[config.mk]
export PLATFORM = sky130hd
export DESIGN_NAME = rhh_ram
export DESIGN_NICKNAME = d
export VERILOG_FILES = /design/src/hdl/rhh_ram.sv
export SDC_FILE = /design/constraint.sdc
export NUM_CORES = 2
export LEC_CHECK = 0
export BUFFER_PORTS_ARGS = -buffer_cell sky130_fd_sc_hd__buf_2
export CAP_MARGIN = 20
export CORE_MARGIN = 4
export CORE_UTILIZATION = 40
export CTS_CLUSTER_SIZE = 14
export DETAILED_ROUTE_END_ITERATION = 8
export PLACE_DENSITY = 0.55
export SYNTH_ARGS = -nofsm -noshare
export SYNTH_HDL_FRONTEND = slang
export SYNTH_SLANG_ARGS = --single-unit
[constraint.sdc]
create_clock -name i_clk -period 3.7 [get_ports i_clk]
set_input_delay 0.925 -clock i_clk [delete_from_list [all_inputs] [get_ports i_clk]]
set_output_delay 0.925 -clock i_clk [all_outputs]
set_load 0.01 [all_outputs]
[src/hdl/rhh_ram.sv]
// generic simple dual-port ram with registered read
`default_nettype none
module rhh_ram #(
    parameter int WIDTH = 8,
    parameter int DEPTH = 256
) (
    input  wire logic                     i_clk,
    input  wire logic                     i_we,
    input  wire logic [$clog2(DEPTH)-1:0] i_waddr,
    input  wire logic [WIDTH-1:0]         i_wdata,
    input  wire logic [$clog2(DEPTH)-1:0] i_raddr,
    output logic      [WIDTH-1:0]         o_rdata
);
    logic [WIDTH-1:0] r_mem [DEPTH];

    always_ff @(posedge i_clk) begin
        if (i_we) begin
            r_mem[i_waddr] <= i_wdata;
        end
        o_rdata <= r_mem[i_raddr];
    end
endmodule
`default_nettype wire

==> results_dict.tcl <==
set metrics [dict create \
    outcome "complete, no violations" \
    grt_first_pass_wirelength_um 297000 \
    synthArstFlopShare 0 \
    grt_usage 0.202 \
    routedWlPerCell_um 29.3 \
    synth_area_mm2 0.0796 \
    clk_latency_ps 840 \
    cts_setup_buffers 0 \
    io_buffers 33 \
    p_clk_frac 0.424 \
    cp-endpoint "o_rdata[2]" \
    fin_nets 4285 \
    slowest_stage "nor4_1" \
    coreArea_mm2 0.198 \
    min_path_type "in -> reg" \
    finalSetupViolCount 0 \
    slew_headroom 0.238 \
    synth_top_cell_by_area "edfxtp_1" \
    fin_crit_sh 0.828 \
    highest_layer "met5" \
    gp_congestion 0.813 \
    path_clk_slew_ps 60 \
    grt_overflow 0 \
    cts_resized 0 \
    dp_hpwl_um 132000 \
    drive_gt1_frac 0.298 \
    wl_met3_um 14800 \
    vias 39789 \
    p_int_uw 38500 \
    power.density_mw_per_mm2 527 \
    end_kind "register" \
    rsz0062_at_grt "false" \
    hold_buffers 0 \
    ys_types 55 \
    synth_compound_gate_area_share 0.0342 \
    syn_inst 3733 \
    max_freq_mhz 326 \
    place_area_mm2 0.0864 \
    combPwrFrac 0.052 \
    crit_type "in -> reg" \
    antenna_found_initial 15 \
    wl_met1_um 87500 \
    grt_pass1_vias 40366 \
    cp_top_family "buffers and inverters" \
    seqPwrFrac 0.524 \
    slowest_delay_ps 620 \
    p_switching_uw 10600 \
    rr_startpoint "r_mem[134][0]" \
    syn_nets 3759 \
    irDropWorstVdd_mv 0.482 \
    vias_per_cell 5.62 \
    r2r_end "o_rdata[0]" \
    final_max_slew_viol_count 0 \
    crit_fanout 16 \
    route.met2.wl_um 98400 \
    ant_nets 0 \
    synth-seq-area-share 0.775 \
    leakage_uw 0.0297 \
    first_pass_iters 5 \
    die_height_um 454 \
    clockRootBuffer "clkbuf_16" \
    wirelength_um 207000 \
    synth_seq_cells 2056 \
    ys_warn_count 0 \
    initial_core_util 0.403 \
    die_area_mm2 0.206 \
    crit_path_start "i_raddr[0]" \
    clock_path_buffers 3 \
    synthTopCellsByArea "edfxtp_1 (77%), mux4_2 (13%), mux2i_1 (1.7%)" \
    syn_avg_cell_area_um2 21.3 \
    cts_tree "done" \
    switching_share 0.216 \
    clock_sinks 2056 \
    final_area_mm2 0.0932 \
    design.portCount 34 \
    synthMuxAreaShare 0.146 \
    synth_fa_ha_area_frac 0 \
    synth_top_family_by_area "multiplexers" \
    synth_xor_area_frac 0 \
    num_rows 163 \
    cts_buffers 208 \
    die_w_um 454 \
    grt_max_degree 131 \
    r2r_setup_slack_ps 1110 \
    yosysTopAreaCellShare 0.773 \
    synth_simple_gate_area_share 0.0263 \
    cp.depth 11 \
    crit_path_start_kind "input pin" \
    final_core_util 0.472 \
    synth_edf_count 2048 \
    arrival_ps 3760 \
    crit_top_cell "buf_12" \
    tightestPinTransition_ps 1140 \
    period_minus_slack_ps 3060 \
    drcViolationCount 0 \
    h-tree-depth 4 \
    timing.critical_path.buf_inv 6 \
    finalClockSkew_ps 37.3 \
    worstPathCellList "buf_8 -> buf_12 -> buf_12 -> buf_12 -> buf_4 -> mux4_2 -> a22oi_1 -> a21oi_1 -> nor4_1 -> buf_4 -> nor4_2" \
    area_growth_pct 17.1 \
    required_ps 4400 \
    first_iter_violations 4481 \
    reg2regPathDepth 7 \
    drv_cap 0 \
    synth_ff_type "edfxtp_1" \
    hold_viol_final 0 \
]
==> Yosys cell counts, types with 10 or more instances <==
library cell     n
buf_2           31
buf_1           22
buf_4           27
o211ai_1        10
nor4_1          24
buf_6           21
clkbuf_1       111
o22ai_1         28
nor2b_1         31
a22oi_1        133
nand4_1         10
nand3_1         34
edfxtp_1      2048
o221ai_1        46
nor3_1          22
nand2_1         33
buf_8           13
a21oi_1         96
a211oi_1        16
a221oi_1        13
mux2i_1        134
mux4_2         454
o21ai_0         10
nor2_1         282
==> layer usage <==
layer	global-route usage	up-vias
met5	0	-
met4	0.0653	6
met3	0.0398	312
met2	0.316	1436
met1	0.285	21261
li1	-	16774
==> layout make-up <==
class / count / area [um2]
antenna: 1 / 2.50
inverter: 2 / 7.51
timing repair buffer: 549 / 4920
multi-input combinational: 1442 / 16500
fill: 16258 / 104000
tap: 2640 / 3300
clock inverter: 126 / 1360
clock buffer: 258 / 5430
sequential: 2056 / 61700
==> layout by cell type, fill, tap and decap left out, drive strengths merged, types with 4 or more instances in the layout <==
cell,n
a221oi,14
o22ai,28
clkinvlp,7
mux2i,134
o22a,5
a211oi,16
o211ai,10
clkinv,93
dfxtp,8
inv,9
nand3,34
a2111oi,5
nand2b,8
bufinv,19
o221ai,47
a22o,8
a22oi,133
nor2b,31
nand4,10
nand2,33
clkbuf,258
edfxtp,2048
o32ai,5
nor2,282
a21oi,96
o21ai,12
mux4,456
and2,6
buf,549
nor4,27
or2,4
nor3,22
==> registers in the layout, summed over array words and instances, names as in the netlist <==
register / cells
r_mem: 2048
o_rdata: 8
==> metrics by stage <==
| stage | worst slack [ps] | total power [uW] | TNS, ps | cells | hold WS (ps) |
|---|---|---|---|---|---|
| after global placement | -362 | 28800 | -483 | 6689 | 1080 |
| after CTS | 532 | 49600 | 0 | 7073 | 485 |
| final | 636 | 49100 | 0 | 7074 | 529 |
| after floorplan | 837 | 27400 | 0 | 3733 | 770 |
| after global routing | 492 | 50700 | 0 | 7074 | 500 |
| after detailed placement | -359 | 28800 | -562 | 6689 | 1130 |
==> kinds of logic (layout without fill, tap and decap cells) <==
logic type	Yosys count	in the layout
AO/OA/AOI/OAI	385	385
buffers and inverters	235	935
other	0	1
multiplexers	591	591
flip-flops	2056	2056
AND/OR/NAND/NOR	466	466
==> power groups by stage <==
| stage | registers [uW] | logic (uW) | clock network [uW] |
|---|---|---|---|
| finish | 25700 | 2560 | 20800 |
| CTS | 25700 | 2600 | 21300 |
| global route | 25700 | 2710 | 22200 |
| floorplan | 26200 | 1250 | 0 |
| global placement | 26200 | 2570 | 0 |
| detailed placement | 26200 | 2590 | 0 |
==> how the worst min path moves through the flow <==
stage,to,start,cells after the start
floorplan,o_rdata[3],r_mem[40][3],6
global placement,o_rdata[5],r_mem[33][5],7
detailed placement,o_rdata[1],r_mem[151][1],5
CTS,r_mem[72][7],i_wdata[7],1
global route,r_mem[72][7],i_wdata[7],1
finish,r_mem[236][7],i_wdata[7],1
Power figures use the tool's default switching activity.
